===== src/design/ptp_pkg.sv =====
`default_nettype none

package ptp_pkg;

    // Default table geometry
    localparam int SLOTS_DEF     = 16;
    localparam int PRIO_BITS_DEF = 8;

    // Input transaction modes
    localparam logic MODE_SCHED = 1'b0;
    localparam logic MODE_WRITE = 1'b1;

    // Input transaction payload
    typedef struct packed {
        logic       mode;
        logic [3:0] slot;
        logic       present;
        logic       blocked;
        logic [7:0] priority_req;
    } t_in;

    // Result transaction payload
    typedef struct packed {
        logic [3:0] chosen_slot;
        logic       switched;
        logic       none_runnable;
    } t_out;

    // Controller to datapath commands
    typedef struct packed {
        logic load;
        logic write;
        logic issue;
        logic finish;
    } t_ctl_cmd;

    // Datapath to controller status
    typedef struct packed {
        logic last;
    } t_ctl_sts;

endpackage

`default_nettype wire


===== src/design/ptp_ctrl.sv =====
`default_nettype none

module ptp_ctrl (
    input  wire               i_clk,
    input  wire               i_rst_n,
    input  wire               start,
    input  wire               i_mode,
    input  ptp_pkg::t_ctl_sts i_sts,
    output logic              busy,
    output ptp_pkg::t_ctl_cmd o_cmd
);
    import ptp_pkg::*;

    typedef enum logic [2:0] {
        S_IDLE  = 3'b001,
        S_SCAN  = 3'b010,
        S_DRAIN = 3'b100
    } t_state;

    t_state r_state;
    t_state n_state;

    // Decode state into commands and next state
    always_comb begin
        n_state      = r_state;
        o_cmd        = '0;
        busy         = 1'b1;
        unique case (r_state)
            S_IDLE: begin
                busy = 1'b0;
                if (start) begin
                    if (i_mode == MODE_SCHED) begin
                        o_cmd.load = 1'b1;
                        n_state    = S_SCAN;
                    end else begin
                        o_cmd.write = 1'b1;
                    end
                end
            end
            S_SCAN: begin
                o_cmd.issue = 1'b1;
                if (i_sts.last) begin
                    n_state = S_DRAIN;
                end
            end
            S_DRAIN: begin
                o_cmd.finish = 1'b1;
                n_state      = S_IDLE;
            end
            default: begin
                n_state = S_IDLE;
            end
        endcase
    end

    // Hold state
    always_ff @(posedge i_clk) begin
        if (!i_rst_n) begin
            r_state <= S_IDLE;
        end else begin
            r_state <= n_state;
        end
    end

`ifndef NO_ASSERTIONS
    a_last_drains: assert property (@(posedge i_clk) disable iff (!i_rst_n)
        (r_state == S_SCAN) && i_sts.last |=> (r_state == S_DRAIN))
        else $error("scan did not end after the last slot");
`endif

endmodule

`default_nettype wire


===== src/design/ptp_datapath.sv =====
`default_nettype none

module ptp_datapath #(
    parameter int SLOTS     = ptp_pkg::SLOTS_DEF,
    parameter int PRIO_BITS = ptp_pkg::PRIO_BITS_DEF
) (
    input  wire               i_clk,
    input  wire               i_rst_n,
    input  ptp_pkg::t_in      i_in,
    input  ptp_pkg::t_ctl_cmd i_cmd,
    output ptp_pkg::t_ctl_sts o_sts,
    output logic              o_done,
    output ptp_pkg::t_out     o_out
);
    import ptp_pkg::*;

    localparam int SLOT_W = $clog2(SLOTS);
    localparam logic [SLOT_W-1:0] LAST_SLOT = SLOT_W'(SLOTS - 1);

    // Slot table: runnable bits in flops, priorities in memory
    logic [SLOTS-1:0]     r_run;
    logic [PRIO_BITS-1:0] r_prio_mem [SLOTS];

    logic [SLOT_W-1:0]    r_cur;
    logic [SLOT_W-1:0]    r_idx;
    logic [SLOT_W-1:0]    r_cnt;
    logic                 r_cmp_v;
    logic                 r_run_d;
    logic [SLOT_W-1:0]    r_idx_d;
    logic [PRIO_BITS-1:0] r_prio_d;
    logic                 r_found;
    logic [SLOT_W-1:0]    r_best;
    logic [PRIO_BITS-1:0] r_best_prio;
    logic                 r_done;
    t_out                 r_out;

    logic                 wr_ok;
    logic [SLOT_W-1:0]    wr_addr;
    logic                 take;
    logic                 n_found;
    logic [SLOT_W-1:0]    n_best;
    logic [PRIO_BITS-1:0] n_best_prio;

    assign wr_ok   = i_cmd.write && (32'(i_in.slot) < SLOTS);
    assign wr_addr = SLOT_W'(i_in.slot);

    // Write one priority entry, read one per scan step
    always_ff @(posedge i_clk) begin
        if (wr_ok) begin
            r_prio_mem[wr_addr] <= PRIO_BITS'(i_in.priority_req);
        end
    end

    always_ff @(posedge i_clk) begin
        if (i_cmd.issue) begin
            r_prio_d <= r_prio_mem[r_idx];
        end
    end

    // Runnable bits
    always_ff @(posedge i_clk) begin
        if (!i_rst_n) begin
            r_run <= '0;
        end else if (wr_ok) begin
            r_run[wr_addr] <= i_in.present && !i_in.blocked;
        end
    end

    // Walk the slots in rotating order
    always_ff @(posedge i_clk) begin
        if (i_cmd.load) begin
            r_idx <= (r_cur == LAST_SLOT) ? '0 : r_cur + 1'b1;
            r_cnt <= '0;
        end else if (i_cmd.issue) begin
            r_idx <= (r_idx == LAST_SLOT) ? '0 : r_idx + 1'b1;
            r_cnt <= r_cnt + 1'b1;
        end
        if (i_cmd.issue) begin
            r_run_d <= r_run[r_idx];
            r_idx_d <= r_idx;
        end
    end

    assign o_sts.last = (r_cnt == LAST_SLOT);

    // Keep the first strictly lowest runnable priority
    always_comb begin
        take        = r_cmp_v && r_run_d && (!r_found || (r_prio_d < r_best_prio));
        n_found     = r_found || take;
        n_best      = take ? r_idx_d : r_best;
        n_best_prio = take ? r_prio_d : r_best_prio;
    end

    always_ff @(posedge i_clk) begin
        if (!i_rst_n) begin
            r_cmp_v <= 1'b0;
            r_found <= 1'b0;
        end else begin
            r_cmp_v <= i_cmd.issue;
            r_found <= i_cmd.load ? 1'b0 : n_found;
        end
        r_best      <= n_best;
        r_best_prio <= n_best_prio;
    end

    // Register the result and advance the current slot
    always_ff @(posedge i_clk) begin
        if (!i_rst_n) begin
            r_cur  <= '0;
            r_done <= 1'b0;
        end else begin
            r_done <= i_cmd.finish;
            if (i_cmd.finish && n_found) begin
                r_cur <= n_best;
            end
        end
        if (i_cmd.finish) begin
            r_out.chosen_slot   <= n_found ? 4'(n_best) : 4'(r_cur);
            r_out.switched      <= n_found && (n_best != r_cur);
            r_out.none_runnable <= !n_found;
        end
    end

    assign o_done = r_done;
    assign o_out  = r_out;

`ifndef NO_ASSERTIONS
    a_finish_has_compare: assert property (@(posedge i_clk) disable iff (!i_rst_n)
        i_cmd.finish |-> r_cmp_v)
        else $error("finish without the last comparison pending");

    a_pick_runnable: assert property (@(posedge i_clk) disable iff (!i_rst_n)
        r_done && !r_out.none_runnable |-> r_run[r_cur])
        else $error("picked slot is not runnable");

    a_switch_found: assert property (@(posedge i_clk) disable iff (!i_rst_n)
        r_done && r_out.switched |-> !r_out.none_runnable)
        else $error("switch reported with no runnable slot");
`endif

endmodule

`default_nettype wire


===== src/design/priority_thread_picker_unit.sv =====
`default_nettype none

// Priority thread picker.
// Input channel: an input transaction is taken at a rising edge with start
// high and busy low. i_in.mode selects a slot write or a schedule request.
// A write stores present, blocked and priority for one slot, gives no
// result and leaves busy low; writes to slots at or beyond SLOTS are
// dropped. A schedule request walks all SLOTS entries through one
// priority comparator, one slot per cycle out of the priority memory read
// port, then a drain step registers the result; busy stays high through
// the scan and the drain. A new request can be taken in the same cycle
// that the result is shown.
// Result channel: o_done is high for exactly one cycle with o_out valid;
// the receiver cannot stall, so each result must be taken in that cycle.
// Reset (synchronous, active low) marks every slot empty and makes slot
// zero current; it takes effect at once, with no clearing sweep.
module priority_thread_picker_unit #(
    parameter int SLOTS     = ptp_pkg::SLOTS_DEF,
    parameter int PRIO_BITS = ptp_pkg::PRIO_BITS_DEF
) (
    input  wire           i_clk,
    input  wire           i_rst_n,
    input  wire           start,
    input  ptp_pkg::t_in  i_in,
    output logic          busy,
    output logic          o_done,
    output ptp_pkg::t_out o_out
);
    import ptp_pkg::*;

    t_ctl_cmd cmd;
    t_ctl_sts sts;

    // Sequence the scan
    ptp_ctrl u_ctrl (
        .i_clk   (i_clk),
        .i_rst_n (i_rst_n),
        .start   (start),
        .i_mode  (i_in.mode),
        .i_sts   (sts),
        .busy    (busy),
        .o_cmd   (cmd)
    );

    // Hold the slot table and compare priorities
    ptp_datapath #(
        .SLOTS     (SLOTS),
        .PRIO_BITS (PRIO_BITS)
    ) u_datapath (
        .i_clk   (i_clk),
        .i_rst_n (i_rst_n),
        .i_in    (i_in),
        .i_cmd   (cmd),
        .o_sts   (sts),
        .o_done  (o_done),
        .o_out   (o_out)
    );

`ifndef NO_ASSERTIONS
    a_sched_busy: assert property (@(posedge i_clk) disable iff (!i_rst_n)
        start && !busy && (i_in.mode == MODE_SCHED) |=> busy)
        else $error("schedule request did not raise busy");
`endif

endmodule

`default_nettype wire

===== config.mk =====
export PLATFORM = sky130hd
export DESIGN_NAME = priority_thread_picker_unit
export DESIGN_NICKNAME = d
export VERILOG_FILES = /design/src/design/ptp_pkg.sv /design/src/design/ptp_ctrl.sv /design/src/design/ptp_datapath.sv /design/src/design/priority_thread_picker_unit.sv
export SDC_FILE = /design/constraint.sdc
export NUM_CORES = 1
export LEC_CHECK = 0
export ABC_AREA = 1
export BUFFER_PORTS_ARGS = -buffer_cell sky130_fd_sc_hd__buf_4
export CAP_MARGIN = 20
export CELL_PAD_IN_SITES_DETAIL_PLACEMENT = 1
export CELL_PAD_IN_SITES_GLOBAL_PLACEMENT = 2
export CORE_ASPECT_RATIO = 1.5
export CORE_MARGIN = 5
export CORE_UTILIZATION = 40
export DETAILED_ROUTE_END_ITERATION = 16
export GPL_ROUTABILITY_DRIVEN = 0
export PLACE_DENSITY_LB_ADDON = 0.1
export SLEW_MARGIN = 20
export SYNTH_ARGS = -nofsm -noshare
export SYNTH_HDL_FRONTEND = slang
export SYNTH_SLANG_ARGS = --single-unit

===== constraint.sdc =====
create_clock -name i_clk -period 2.2 [get_ports i_clk]
set_input_delay 0.44 -clock i_clk [delete_from_list [all_inputs] [get_ports i_clk]]
set_output_delay 0.44 -clock i_clk [all_outputs]
set_load 0.02 [all_outputs]

Word-level counts from Yosys, hierarchy flattened
Memory sizes are Yosys's and may differ from the RTL's. A register that Yosys moved wholly into a read port is not among the register bits.
Cells that the tools add are included.

storage, ports and cells
  input bits = 18
  logic and storage cells = 72
  register bits = 57
  ROM bits = 0
  memories kept = 1
  bits in latches = 0
  bits in writable memories = 128

memory list
  name                   words  bits a word  read ports  clocked after Yosys merged registers in  wr ports  line                RTL
  u_datapath.r_prio_mem  16     8            1           1                                        1         ptp_datapath.sv:22  logic [PRIO_BITS-1:0] r_prio_mem [SLOTS];

cells by class
  eq/ne operators = 10
  divide/modulo/power cells = 0
  $mul = 0
  $add $sub $neg = 3
  shifts and indexed selects = 0
  muxes and demuxes = 24
  order comparisons = 4
  reduce and logical (&&, ||, !) cells = 14
  bitwise gates (word level) = 1

operators by type and width
  operator                                                                number
  4-bit two-way mux                                                       6
  16-bit bitwise mux                                                      1
  4-bit by 1-bit adder with 4-bit output (second input constant)          3
  4-bit == test (second input constant)                                   3
  4-bit by 5-bit < comparator with 1-bit output (second input constant)   2
  1-bit two-way mux                                                       9
  3-bit two-way mux                                                       3
  8-bit < comparator                                                      1
  1-bit logical AND                                                       6
  2-bit != test (second input constant)                                   3
  3-bit one-hot mux with 2 select lines                                   1
  1-bit binary-select mux with 4-bit select                               1
  1-bit demux with 4-bit select                                           1
  4-bit by 1-bit >= comparator with 1-bit output (second input constant)  1
  2-bit two-way mux                                                       2
  4-bit != test                                                           1
  3-bit by 1-bit == test with 1-bit output (second input constant)        1
  3-bit by 2-bit == test with 1-bit output (second input constant)        1
  3-bit == test (second input constant)                                   1
  1-bit zero test                                                         3
  3-bit AND reduction                                                     1
  1-bit logical OR                                                        2
  2-bit nonzero test                                                      1
  2-bit OR reduction                                                      1
  1-bit NOT                                                               1

Depth between registers and ports, before layout
Gate-level depths: netlist of run 1.

  word-level depth = 6
  gate-level depth with buffers = 17

Cells and area by module
From an unflattened synthesis of run 1, not the netlist that was laid out.

second synthesis, totals
  cells, all modules = 664
  area, all modules = 8000.2 um^2

modules (own cells, without submodules)
  module        area an instance (um^2)  seq. area each (um^2)  times used  cells each
  ptp_datapath  7823.8                   5395.2                 1           639
  ptp_ctrl      176.4                    60.1                   1           25

Least setup slack after synthesis of run 1
No wires, ideal clock.

  path kind = register to register
  from = register u_ctrl.r_state[1]
  to = register u_datapath.r_idx[0], data pin
  arrival = 1.667 ns
  buffers on the path = 0
  cell stages (with the launch flop) = 8
  setup time = 0.270 ns
  setup slack = 0.263 ns
  cell sequence = dfxtp_1 inv_1 nor3_2 nand2_1 o211ai_2 nor2_4 o21ai_0 o22ai_1

on the way
  cells in the longest elaborated chain, start to end = 3

RTL lines
  item                                      line                RTL
  from (decl)                               ptp_ctrl.sv:20      t_state r_state;
  from (signal assigned)                    ptp_ctrl.sv:61      r_state <= n_state;
  3-bit by 1-bit == test with 1-bit output  ptp_ctrl.sv:28      unique case (r_state)
  2-bit two-way mux                         ptp_ctrl.sv:28
  4-bit two-way mux                         ptp_datapath.sv:71  if (i_cmd.load) begin
  to (signal assigned)                      ptp_datapath.sv:72  r_idx <= (r_cur == LAST_SLOT) ? '0 : r_cur + 1'b1;
  to (signal assigned)                      ptp_datapath.sv:75  r_idx <= (r_idx == LAST_SLOT) ? '0 : r_idx + 1'b1;
  to (decl)                                 ptp_datapath.sv:25  logic [SLOT_W-1:0] r_idx;

No other way between the ends.
A chain may end at the register's enable or synchronous reset.

Worst setup path in the final report of run 1
  from = register u_datapath.r_best_prio[5]
  to = register u_datapath.r_out, in the netlist u_datapath.o_out[1], data pin

on the way
  cells in the longest elaborated chain, start to end = 6
  elaborated cells between the ends (all ways) = 7
  those cells by class = order compare: 1; eq/ne: 1; mux: 1; reduce/logical: 4

RTL lines
  item                      line                 RTL
  from (decl)               ptp_datapath.sv:33   logic [PRIO_BITS-1:0] r_best_prio;
  from (signal assigned)    ptp_datapath.sv:103  r_best_prio <= n_best_prio;
  8-bit < comparator        ptp_datapath.sv:88   take = r_cmp_v && r_run_d && (!r_found || (r_prio_d < r_best_prio));
  1-bit logical OR          ptp_datapath.sv:88
  1-bit logical AND         ptp_datapath.sv:88
  4-bit two-way mux         ptp_datapath.sv:90   n_best = take ? r_idx_d : r_best;
  via u_datapath.n_best[2]  ptp_datapath.sv:41   logic [SLOT_W-1:0] n_best;
  4-bit != test             ptp_datapath.sv:119  r_out.switched <= n_found && (n_best != r_cur);
  1-bit logical AND         ptp_datapath.sv:119
  to (decl)                 ptp_datapath.sv:35   t_out r_out;

The timed path passes the listed nets, and every way through them passes these cells.

==> results.py, run 1 <==
metrics = {
    "pwr": {
        "power_leakage_nw": 3.40,
        "seqPwrFrac_pct": 43.2,
        "p_int_mw": 6.60,
        "ir_drop_v": 0.000639,
        "power_per_cell_area_nw_per_um2": 1060,
        "power_mw": 9.88,
        "pwr-share-comb_pct": 26.7,
        "clkPwrFrac_pct": 30.1,
        "swShare_pct": 33.2,
        "switchingPower_mw": 3.28,
    },
    "place": {
        "placed_cells": 930,
        "port_buffers": 25,
        "place_hpwl_um": 12600,
    },
    "floorplan": {
        "rows": 64,
        "core_um2": 20200,
        "die_h_um": 185,
        "fp.dieArea_um2": 23300,
        "start_util_pct": 40.3,
        "io_pins": 26,
        "dieWidth_um": 126,
    },
    "logic_synthesis": {
        "synth-seq-cells": 193,
        "synth.net_count": 679,
        "synthCells": 651,
        "syn_area_per_cell_um2": 12.5,
        "synth.distinct_cells": 36,
        "netlist_area_um2": 8130,
        "yosys_warnings": 0,
        "ys_seq_area_share_pct": 67.1,
    },
    "clocking": {
        "htree_levels": 4,
        "numCtsBuffers": 17,
        "cts.clk_slew.worst_paths_ns": 0.08,
        "clock_tree.buffer_depth": 2,
        "ctsHoldBuffers": 0,
        "clock_latency_ns": 0.44,
        "cts_tree": "done",
        "cts-root-buf": "clkbuf_16",
        "clock-sinks": 193,
    },
    "setup_path": {
        "ff2ff_setup_slack_ns": 0.17,
        "path_max_fanout": 7,
        "path_class": "reg2reg",
        "endpoint_kind": "flip-flop",
        "arrival_ns": 2.21,
        "worst_setup_path_start_kind": "flip-flop",
        "r2r-end": "u_datapath.o_out[1]$_DFFE_PP_",
        "worst-endpoint-required_ns": 2.39,
        "worstRegToRegCells": 14,
        "timing.rr.start": "u_datapath.r_best_prio[5]$_DFFE_PN_",
    },
    "hold_path": {
        "min_path_cells": 2,
        "hp-class": "in2reg",
        "hold_start": "i_rst_n",
        "hold_end": "u_ctrl.r_state[0]$_SDFFE_PN1P_",
    },
    "global_routing": {
        "overflow": 0,
        "grt_usage_pct": 16.4,
        "grt_pass1_vias": 5170,
        "grt_pass1_wl_um": 28900,
        "grt_max_degree": 50,
        "grt_antenna_before_repair": 0,
    },
    "layout": {
        "fin_nets": 714,
        "diodes": 0,
        "fin_util_pct": 46.1,
        "fin_cells": 963,
        "drive_above_1_share_pct": 16.5,
        "area_growth_pct": 14.4,
    },
    "timing": {
        "timing.fmax_ghz": 0.493,
        "rsz0062_at_grt": "false",
        "fin_crit_ns": 2.03,
        "finalClockSkew_ns": 0.0104,
        "finalHoldViolCount": 0,
        "setup_viol": 0,
        "post-route-period-util_pct": 92.1,
        "hold_slack_ns": 0.308,
        "max-slew-margin-rel_pct": 54.3,
        "setup_tns_ns": 0,
        "worst_slew_pin_slew_ns": 0.684,
        "drv_slew": 0,
    },
    "route": {
        "routed_wl_um": 18600,
        "dr.pass1.iters": 4,
        "postRouteAntennaNets": 0,
        "wl_per_cell_um": 19.3,
        "drcViolationCount": 0,
        "vias": 5031,
        "vias_per_cell": 5.22,
        "drt_iter0_markers": 186,
    },
    "job": {
        "max_cap_violations": 0,
    },
    "run_status": {
        "status": "complete, no violations",
    },
}
sequential cells by signal, summed over array words and instances, names as in the netlist:
name / flops
u_datapath.r_found: 1
u_datapath.r_cmp_v: 1
u_datapath.r_idx_d: 4
u_datapath.r_prio_mem: 128
u_datapath.o_out: 6
u_datapath.r_cur: 4
u_datapath.r_best: 4
u_datapath.r_idx: 4
u_datapath.r_best_prio: 8
u_ctrl.r_state: 3
u_datapath.r_run: 16
u_datapath.r_cnt: 4
u_datapath.r_run_d: 1
u_datapath.r_prio_d: 8
u_datapath.o_done: 1
stage by stage:
| step | area, µm² | setup WS [ns] |
|---|---|---|
| floorplan | 8130 | 0.263 |
| global route | 9300 | 0.00196 |
| global placement | 8700 | 0.192 |
| detailed placement | 8700 | 0.103 |
| CTS | 9260 | 0.0931 |
| finish | 9300 | 0.173 |
cell usage after synthesis:
library cell	count	area (µm²)
buf_1	4	15.0
nand2_1	59	221
clkinv_4	1	8.76
a21oi_1	58	290
mux2i_1	36	360
nor2_1	10	37.5
xor2_1	2	17.5
nor3_2	2	20.0
nand2_4	2	22.5
o211ai_2	1	12.5
o22ai_1	2	12.5
o21ai_1	17	85.1
o31ai_1	1	7.51
o211ai_1	36	270
nor2_8	1	20.0
edfxtp_1	159	4770
nand3_1	23	115
clkinv_1	4	15.0
inv_2	3	11.3
dfxtp_1	34	681
buf_4	3	22.5
nand2_2	2	12.5
nor3_1	4	20.0
nor3_4	1	16.3
clkbuf_1	12	45.0
nand3_4	4	70.1
a21oi_2	4	35.0
buf_2	6	30.0
o21ai_0	58	290
inv_1	72	270
nor2_4	13	146
or2_2	1	6.26
nor2_2	4	25.0
a211oi_1	1	7.51
ha_1	10	125
nand3b_1	1	7.51
layout make-up:
class	count	area [µm²]
Tap cell	264	330
Sequential cell	193	5460
Multi-Input combinational cell	353	2280
Fill cell	2127	10900
Timing Repair Buffer	41	358
Clock buffer	17	425
Clock inverter	15	140
Inverter	80	305
worst max-delay path, cell delays in order, from the launching register on:
cell	delay, ns
edfxtp_1	0.36
inv_1	0.11
ha_4	0.21
a21oi_1	0.14
nor2_1	0.07
nor3_2	0.13
nand2_2	0.10
nand2_4	0.11
nand3_1	0.11
nand2_2	0.12
nand2_1	0.06
nand2_1	0.06
nand2_1	0.05
nor2_1	0.08
nor2_1	0.05
placed cells by master, fill, tap and decap left out, types with 10 or more instances in the layout:
cell / Yosys / final
o211ai_1: 36 / 36
o21ai_1: 17 / 17
nor2_4: 13 / 13
nand2_1: 59 / 57
nand3_1: 23 / 23
a21oi_1: 58 / 58
inv_1: 72 / 72
mux2i_1: 36 / 36
clkbuf_16: 0 / 17
dfxtp_1: 34 / 34
nor2_1: 10 / 10
edfxtp_1: 159 / 159
o21ai_0: 58 / 58
buf_4: 3 / 37
metal layers:
metal  up-vias  share of wire (%)  global-route usage [%]
li1       2406                  -                       -
met1      2529                 41                    18.8
met2        66                 54                    30.0
met3        30                2.5                    2.93
met4         0                2.9                    6.87
met5         -                  0                       0
power groups by stage:
stage          Clock (mW)  Combinational [mW]  Sequential, mW
2_1_floorplan           0                1.75            4.31
3_3_place_gp            0                2.60            4.34
3_5_place_dp            0                2.67            4.34
4_1_cts              3.05                2.68            4.27
5_1_grt              3.21                2.94            4.28
6_report             2.97                2.64            4.27
kinds of logic (layout without fill, tap and decap cells):
kind of cell,after synthesis,after routing,synth area share (%)
xor gates and xnor gates,2,2,0.216
adders and majority gates,10,10,1.54
muxes,36,36,4.43
AOI/OAI and AO/OA,178,178,12.4
and+or+nand+nor,127,127,9.11
buffers and inverters,105,153,5.14
DFF,193,193,67.1
timing repair:
action | CTS | global route
endpoints found under the setup margin | 0 | 1
resized for setup | 0 | 4
buffers inserted | 0 | 1
how the worst max path moves through the flow:
| stage | start | to | slack, ns | cells past startpoint |
|---|---|---|---|---|
| 6_report | u_datapath.r_best_prio[5]$_DFFE_PN_ | u_datapath.o_out[1]$_DFFE_PP_ | 0.17 | 14 |
| 5_1_grt | u_datapath.r_prio_d[3]$_DFFE_PP_ | u_datapath.o_out[1]$_DFFE_PP_ | 0.002 | 16 |
| 4_1_cts | u_datapath.r_prio_d[5]$_DFFE_PP_ | u_datapath.o_out[1]$_DFFE_PP_ | 0.09 | 13 |
| 3_5_place_dp | u_datapath.r_prio_d[5]$_DFFE_PP_ | u_datapath.o_out[1]$_DFFE_PP_ | 0.10 | 13 |
| 3_3_place_gp | u_datapath.r_prio_d[5]$_DFFE_PP_ | u_datapath.o_out[1]$_DFFE_PP_ | 0.19 | 13 |
| 2_1_floorplan | u_ctrl.r_state[1]$_SDFFE_PN0P_ | u_datapath.r_idx[0]$_DFFE_PP_ | 0.26 | 7 |
No activity file was read; power rests on OpenSTA's default activity.
==> run 2: changes to the inputs <==
--- a/config.mk
+++ b/config.mk
@@ -11,7 +11,7 @@
 export CELL_PAD_IN_SITES_DETAIL_PLACEMENT = 1
 export CELL_PAD_IN_SITES_GLOBAL_PLACEMENT = 2
 export CORE_ASPECT_RATIO = 1.5
-export CORE_MARGIN = 5
+export CORE_MARGIN = 2
 export CORE_UTILIZATION = 40
 export DETAILED_ROUTE_END_ITERATION = 16
 export GPL_ROUTABILITY_DRIVEN = 0
@@ -19,4 +19,5 @@
 export SLEW_MARGIN = 20
 export SYNTH_ARGS = -nofsm -noshare
 export SYNTH_HDL_FRONTEND = slang
+export SYNTH_HIERARCHICAL = 1
 export SYNTH_SLANG_ARGS = --single-unit
==> run 2 against run 1 <==
Sequential share of layout area decreased by 0.079 points. Clock skew down 0.0021 ns. Die area down 9.3%. Flip-flop and latch count unchanged.
==> results.py, run 2 <==
metrics = {
    "route": {
        "drt_iter0_markers": 257,
        "drcViolationCount": 0,
        "vias_per_cell": 5.22,
        "wl_per_cell_um": 19.5,
        "dr.pass1.iters": 4,
        "vias": 5133,
        "postRouteAntennaNets": 0,
        "routed_wl_um": 19200,
    },
    "pwr": {
        "power_leakage_nw": 3.55,
        "swShare_pct": 22.7,
        "clkPwrFrac_pct": 41.3,
        "switchingPower_mw": 1.76,
        "pwr-share-comb_pct": 6.9,
        "power_per_cell_area_nw_per_um2": 833,
        "seqPwrFrac_pct": 51.8,
        "ir_drop_v": 0.000491,
        "p_int_mw": 5.99,
    },
    "timing": {
        "fin_crit_ns": 2.01,
        "finalClockSkew_ns": 0.00836,
        "drv_slew": 0,
        "finalHoldViolCount": 0,
        "layout_setup_ws_ns": 0.186,
        "timing.fmax_ghz": 0.496,
        "post-route-period-util_pct": 91.6,
        "rsz0062_at_grt": "false",
        "setup_viol": 0,
        "setup_tns_ns": 0,
        "worst_slew_pin_slew_ns": 0.659,
        "max-slew-margin-rel_pct": 56.0,
    },
    "global_routing": {
        "grt_max_degree": 41,
        "overflow": 0,
        "grt_pass1_wl_um": 30400,
        "grt_antenna_before_repair": 0,
        "grt_usage_pct": 19.3,
        "grt_pass1_vias": 5544,
    },
    "logic_synthesis": {
        "ys.flop_type": "edfxtp_1",
        "ys_seq_area_share_pct": 68.2,
        "synth.distinct_cells": 28,
        "synth_edf_count": 159,
        "synth.net_count": 692,
        "synth-seq-cells": 193,
        "yosys_warnings": 6,
        "synthTopCellsByArea": "edfxtp_1, dfxtp_1, mux2i_1, o21ai_0, a21oi_1",
        "synth_top_area_share_pct": 59.7,
        "synthCells": 664,
        "yosysMostFrequentCell": "edfxtp_1",
        "synth-async-reset-ratio_pct": 0,
        "synth_top_area_cell": "edfxtp_1",
        "syn_area_per_cell_um2": 12.0,
        "netlist_area_um2": 8000,
        "synthTopCellsByCount": "edfxtp_1, inv_1, o21ai_0",
    },
    "layout": {
        "largest-register": "u_datapath/r_prio_mem",
        "final_common_cell": "edfxtp_1",
        "drive_above_1_share_pct": 14.2,
        "top_regs": "u_datapath/r_prio_mem x128, u_datapath/r_run x16",
        "area_growth_pct": 16.4,
        "diodes": 0,
        "mostFrequentLayoutCells": "edfxtp_1, inv_1, o21ai_0",
        "largest_register_ffs": 128,
        "fin_nets": 739,
        "design_area_um2": 9310,
    },
    "floorplan": {
        "rows": 63,
        "die_h_um": 177,
        "start_util_pct": 40.6,
        "io_pins": 26,
        "fp.dieArea_um2": 21200,
        "core_um2": 19700,
        "dieWidth_um": 119,
    },
    "place": {
        "port_buffers": 25,
        "place_area_um2": 8670,
        "place_hpwl_um": 13100,
        "place_ws_ns": 0.151,
    },
    "setup_path": {
        "crit_end": "u_datapath/o_out[1]$_DFFE_PP_",
        "worst_setup_path_start_kind": "flip-flop",
        "crit_slowest_cell": "edfxtp_1",
        "ff2ff_setup_slack_ns": 0.19,
        "worst-endpoint-required_ns": 2.40,
        "path_class": "reg2reg",
        "worstRegToRegCells": 12,
        "crit_path_start": "u_datapath/r_prio_d[5]$_DFFE_PP_",
        "slowest_delay_ns": 0.39,
        "crit_buf_inv": 0,
        "path_max_fanout": 7,
        "critPathTopFamily": "simple AND/OR/NAND/NOR gates",
        "worst-path-stages": 12,
        "arrival_ns": 2.22,
        "timing.rr.start": "u_datapath/r_prio_d[5]$_DFFE_PP_",
        "r2r-end": "u_datapath/o_out[1]$_DFFE_PP_",
        "crit_chain": "ha_1 -> a21oi_2 -> o21a_1 -> nand2_2 -> nand2_4 -> nand3_1 -> nand2_2 -> nand2_1 -> nand2_1 -> nand2_1 -> nor2_1 -> nor2_1",
        "endpoint_kind": "flip-flop",
        "crit_path_frequent_cell": "nand2_1",
    },
    "clocking": {
        "clock-sinks": 193,
        "cts-root-buf": "clkbuf_16",
        "clock_latency_ns": 0.44,
        "cts_tree": "done",
        "cts.clk_slew.worst_paths_ns": 0.07,
        "clock_tree.buffer_depth": 2,
        "numCtsBuffers": 17,
        "cts_setup_buffers": 0,
        "htree_levels": 4,
    },
    "job": {
        "max_cap_violations": 0,
    },
    "hold_path": {
        "hp-class": "in2reg",
        "min_path_cells": 3,
    },
    "run_status": {
        "status": "complete, no violations",
    },
}
==> run 2: cell types whose count changed after synthesis, moves of 10 or more <==
cell | before | now
o21ai_1 | 17 | 0
o21ai_0 | 58 | 71
nor2_1 | 10 | 29
inv_1 | 72 | 82
nor2_4 | 13 | 1
==> run 2: power by group through the flow <==
stage / sequential [mW] / clock, mW / combinational [mW]
floorplan: 4.09 / 0 / 0.316
global placement: 4.10 / 0 / 0.518
detailed placement: 4.10 / 0 / 0.538
CTS: 4.02 / 3.28 / 0.541
global route: 4.02 / 3.42 / 0.595
finish: 4.02 / 3.20 / 0.532
==> run 2: worst min-delay path by stage <==
stage	startpoint	endpoint	slack, ns
after CTS	i_in[14]	u_ctrl/r_state[0]$_SDFFE_PN1P_	0.26
after global placement	u_datapath/r_prio_d[5]$_DFFE_PP_	u_datapath/r_best_prio[5]$_DFFE_PN_	0.44
after floorplan	u_datapath/r_idx[3]$_DFFE_PP_	u_datapath/r_idx_d[3]$_DFFE_PP_	0.42
after global routing	i_in[14]	u_ctrl/r_state[0]$_SDFFE_PN1P_	0.28
final	i_in[14]	u_ctrl/r_state[0]$_SDFFE_PN1P_	0.28
after detailed placement	u_datapath/r_prio_d[1]$_DFFE_PP_	u_datapath/r_best_prio[1]$_DFFE_PN_	0.45
==> run 2: logic make-up (layout without fill, tap and decap cells) <==
| group | count (synthesis) | after routing | share of synthesized area [%] |
|---|---|---|---|
| multiplexers | 36 | 36 | 4.50 |
| buffers and inverters | 113 | 173 | 5.58 |
| flip-flops | 193 | 193 | 68.2 |
| AO/OA/AOI/OAI | 175 | 175 | 12.2 |
| adder cells (fa/ha/maj) | 10 | 10 | 1.56 |
| AND/OR/NAND/NOR | 135 | 135 | 7.71 |
| XOR/XNOR | 2 | 2 | 0.219 |
==> run 2: worst min-delay path, delay by kind of cell <==
kind / cells / cell delay (ns)
buffers and inverters: 1 / 0.09
AOI/OAI and AO/OA: 1 / 0.09
and+or+nand+nor: 1 / 0.07
==> run 2: through the flow <==
stage	util, %	total power [mW]	std cells	hold slack (ns)
2_1_floorplan	-	4.41	664	0.421
3_3_place_gp	44.0	4.61	952	0.439
3_5_place_dp	44.0	4.64	952	0.450
4_1_cts	47.1	7.84	984	0.259
5_1_grt	47.3	8.03	984	0.282
6_report	47.3	7.75	984	0.279
==> run 2: layer usage <==
layer	vias up	GRT usage [%]	wire, µm
met5	-	0	0
met4	0	8.04	501
met3	27	3.64	495
met2	64	36.0	10500
met1	2584	21.3	7690
li1	2458	-	-
==> run 2: cell type report <==
| cell class | instances | area [µm²] |
|---|---|---|
| clock buffers | 19 | 433 |
| clock inverters | 13 | 176 |
| fillers | 2127 | 10400 |
| inverters | 85 | 319 |
| multi-input cells | 358 | 2130 |
| flip-flops and latches | 193 | 5460 |
| well taps | 260 | 325 |
| repair buffers | 56 | 470 |
==> run 2: repair_timing <==
item	in CTS	in global routing
gates resized for setup	0	5
hold buffers	0	0
setup endpoints to repair	0	1
hold endpoints to repair	0	0
==> run 3: changes to the inputs <==
==> constraint.sdc (replaced) <==
create_clock -name i_clk -period 2.2 [get_ports i_clk]
set_input_delay 0.22 -clock i_clk [delete_from_list [all_inputs] [get_ports i_clk]]
set_output_delay 0.22 -clock i_clk [all_outputs]
set_load 0.02 [all_outputs]
==> run 3 against run 2 <==
Non-clock buffer count down 1. Sequential share of layout area up 0.36 points. Cell area down 0.62%. Critical path type unchanged. Largest power group unchanged.
==> results.py, run 3 (synthesized netlist as in run 2, its figures left out) <==
metrics = {
    "run_status": {
        "status": "complete, no violations",
    },
    "global_routing": {
        "grt_pass1_vias": 5428,
        "overflow": 0,
        "grt_max_degree": 41,
        "grt_antenna_before_repair": 0,
        "grt_usage_pct": 19.1,
        "grt_pass1_wl_um": 30000,
    },
    "layout": {
        "fin_util_pct": 47.0,
        "area_growth_pct": 15.7,
        "top_regs": "u_datapath/r_prio_mem x128, u_datapath/r_run x16",
        "largest-register": "u_datapath/r_prio_mem",
        "fin_nets": 738,
        "final_common_cell": "edfxtp_1",
        "diodes": 0,
        "design_area_um2": 9250,
        "mostFrequentLayoutCells": "edfxtp_1, inv_1, o21ai_0",
        "largest_register_ffs": 128,
        "drive_above_1_share_pct": 13.7,
    },
    "timing": {
        "post-route-period-util_pct": 89.4,
        "setup_viol": 0,
        "worst_slew_pin_slew_ns": 0.675,
        "hold_slack_ns": 0.0698,
        "timing.fmax_ghz": 0.508,
        "finalClockSkew_ns": 0.0101,
        "rsz0062_at_grt": "false",
        "setup_tns_ns": 0,
        "max-slew-margin-rel_pct": 54.9,
        "finalHoldViolCount": 0,
        "drv_slew": 0,
        "fin_crit_ns": 1.97,
    },
    "pwr": {
        "seqPwrFrac_pct": 52.3,
        "power_leakage_nw": 3.53,
        "ir_drop_v": 0.000565,
        "clkPwrFrac_pct": 40.9,
        "swShare_pct": 23.4,
        "power_mw": 7.68,
        "pwr-share-comb_pct": 6.8,
        "power_per_cell_area_nw_per_um2": 830,
        "p_int_mw": 5.88,
        "switchingPower_mw": 1.80,
    },
    "route": {
        "vias": 5057,
        "routed_wl_um": 19000,
        "vias_per_cell": 5.14,
        "wl_per_cell_um": 19.4,
        "dr.pass1.iters": 4,
        "drcViolationCount": 0,
        "postRouteAntennaNets": 0,
        "drt_iter0_markers": 268,
    },
    "clocking": {
        "cts_setup_buffers": 0,
        "cts_tree": "done",
        "ctsHoldBuffers": 0,
        "htree_levels": 4,
        "clock_latency_ns": 0.44,
        "cts.clk_slew.worst_paths_ns": 0.07,
        "numCtsBuffers": 17,
        "cts-root-buf": "clkbuf_16",
        "clock_tree.buffer_depth": 2,
        "clock-sinks": 193,
        "postCtsResizedCells": 0,
    },
    "setup_path": {
        "endpoint_kind": "flip-flop",
        "worst-endpoint-required_ns": 2.40,
        "crit_slowest_cell": "edfxtp_1",
        "worst_setup_path_start_kind": "flip-flop",
        "critPathTopFamily": "simple AND/OR/NAND/NOR gates",
        "arrival_ns": 2.17,
        "slowest_delay_ns": 0.40,
        "crit_chain": "ha_1 -> a21oi_1 -> o21a_1 -> nand2_2 -> nand2_4 -> nand3_1 -> nand2_2 -> nand2_1 -> nand2_1 -> nand2_1 -> nor2_1 -> nor2_1",
        "crit_buf_inv": 0,
        "crit_path_frequent_cell": "nand2_1",
        "path_max_fanout": 7,
        "path_class": "reg2reg",
    },
    "place": {
        "place_hpwl_um": 13000,
        "port_buffers": 25,
        "place_area_um2": 8660,
    },
    "floorplan": {
        "rows": 63,
        "dieWidth_um": 119,
        "start_util_pct": 40.6,
        "die_h_um": 177,
        "core_um2": 19700,
        "fp.dieArea_um2": 21200,
        "io_pins": 26,
    },
    "hold_path": {
        "hp-class": "in2reg",
    },
    "job": {
        "max_cap_violations": 0,
    },
}
[run 3: cell count changes in the layout (fill, tap and decap cells not counted), moves of 2 or more]
cell,previous run,this run
inv_6,3,7
a21oi_2,3,1
a21oi_1,60,62
clkbuf_1,2,0
clkinv_4,2,0
[run 3: final cells by class]
type                            count  area (µm²)
Multi-Input combinational cell    358        2100
Inverter                           85         319
Clock buffer                       17         425
Fill cell                        2099       10500
Tap cell                          260         325
Clock inverter                     15         168
Sequential cell                   193        5460
Timing Repair Buffer               55         463
[run 3: power by group through the flow]
stage | combinational [mW] | sequential (mW) | clock [mW]
3_5_place_dp | 0.536 | 4.10 | 0
2_1_floorplan | 0.316 | 4.09 | 0
3_3_place_gp | 0.519 | 4.10 | 0
5_1_grt | 0.587 | 4.02 | 3.36
4_1_cts | 0.538 | 4.02 | 3.23
6_report | 0.526 | 4.02 | 3.14
[run 3: layer usage]
metal	wire length [µm]	vias to the layer above	track usage (%)
met3	303	19	3.29
met4	332	0	7.30
met5	0	-	0
met2	10600	50	36.4
met1	7750	2531	20.9
li1	-	2457	-
[run 3: worst paths after layout]
check | from | to | slack, ns | cells past startpoint
min reg2reg | u_datapath/r_prio_d[2]$_DFFE_PP_ | u_datapath/r_best_prio[2]$_DFFE_PN_ | 0.46 | 0
min | i_in[14] | u_ctrl/r_state[0]$_SDFFE_PN1P_ | 0.07 | 3
max | u_datapath/r_prio_d[7]$_DFFE_PP_ | u_datapath/o_out[1]$_DFFE_PP_ | 0.23 | 12
max reg2reg | u_datapath/r_prio_d[7]$_DFFE_PP_ | u_datapath/o_out[1]$_DFFE_PP_ | 0.23 | 12
[run 3: tightest hold or removal path, delay by kind of cell]
kind / cells / cell delay, ns
buffers and inverters: 1 / 0.09
AOI/OAI and AO/OA: 1 / 0.09
and+or+nand+nor: 1 / 0.07
[run 3: per-stage QoR]
step,std cells,worst slack [ns]
after detailed placement,951,0.229
after global routing,983,0.0407
after global placement,951,0.260
after CTS,983,0.209
final,983,0.233
after floorplan,664,0.419
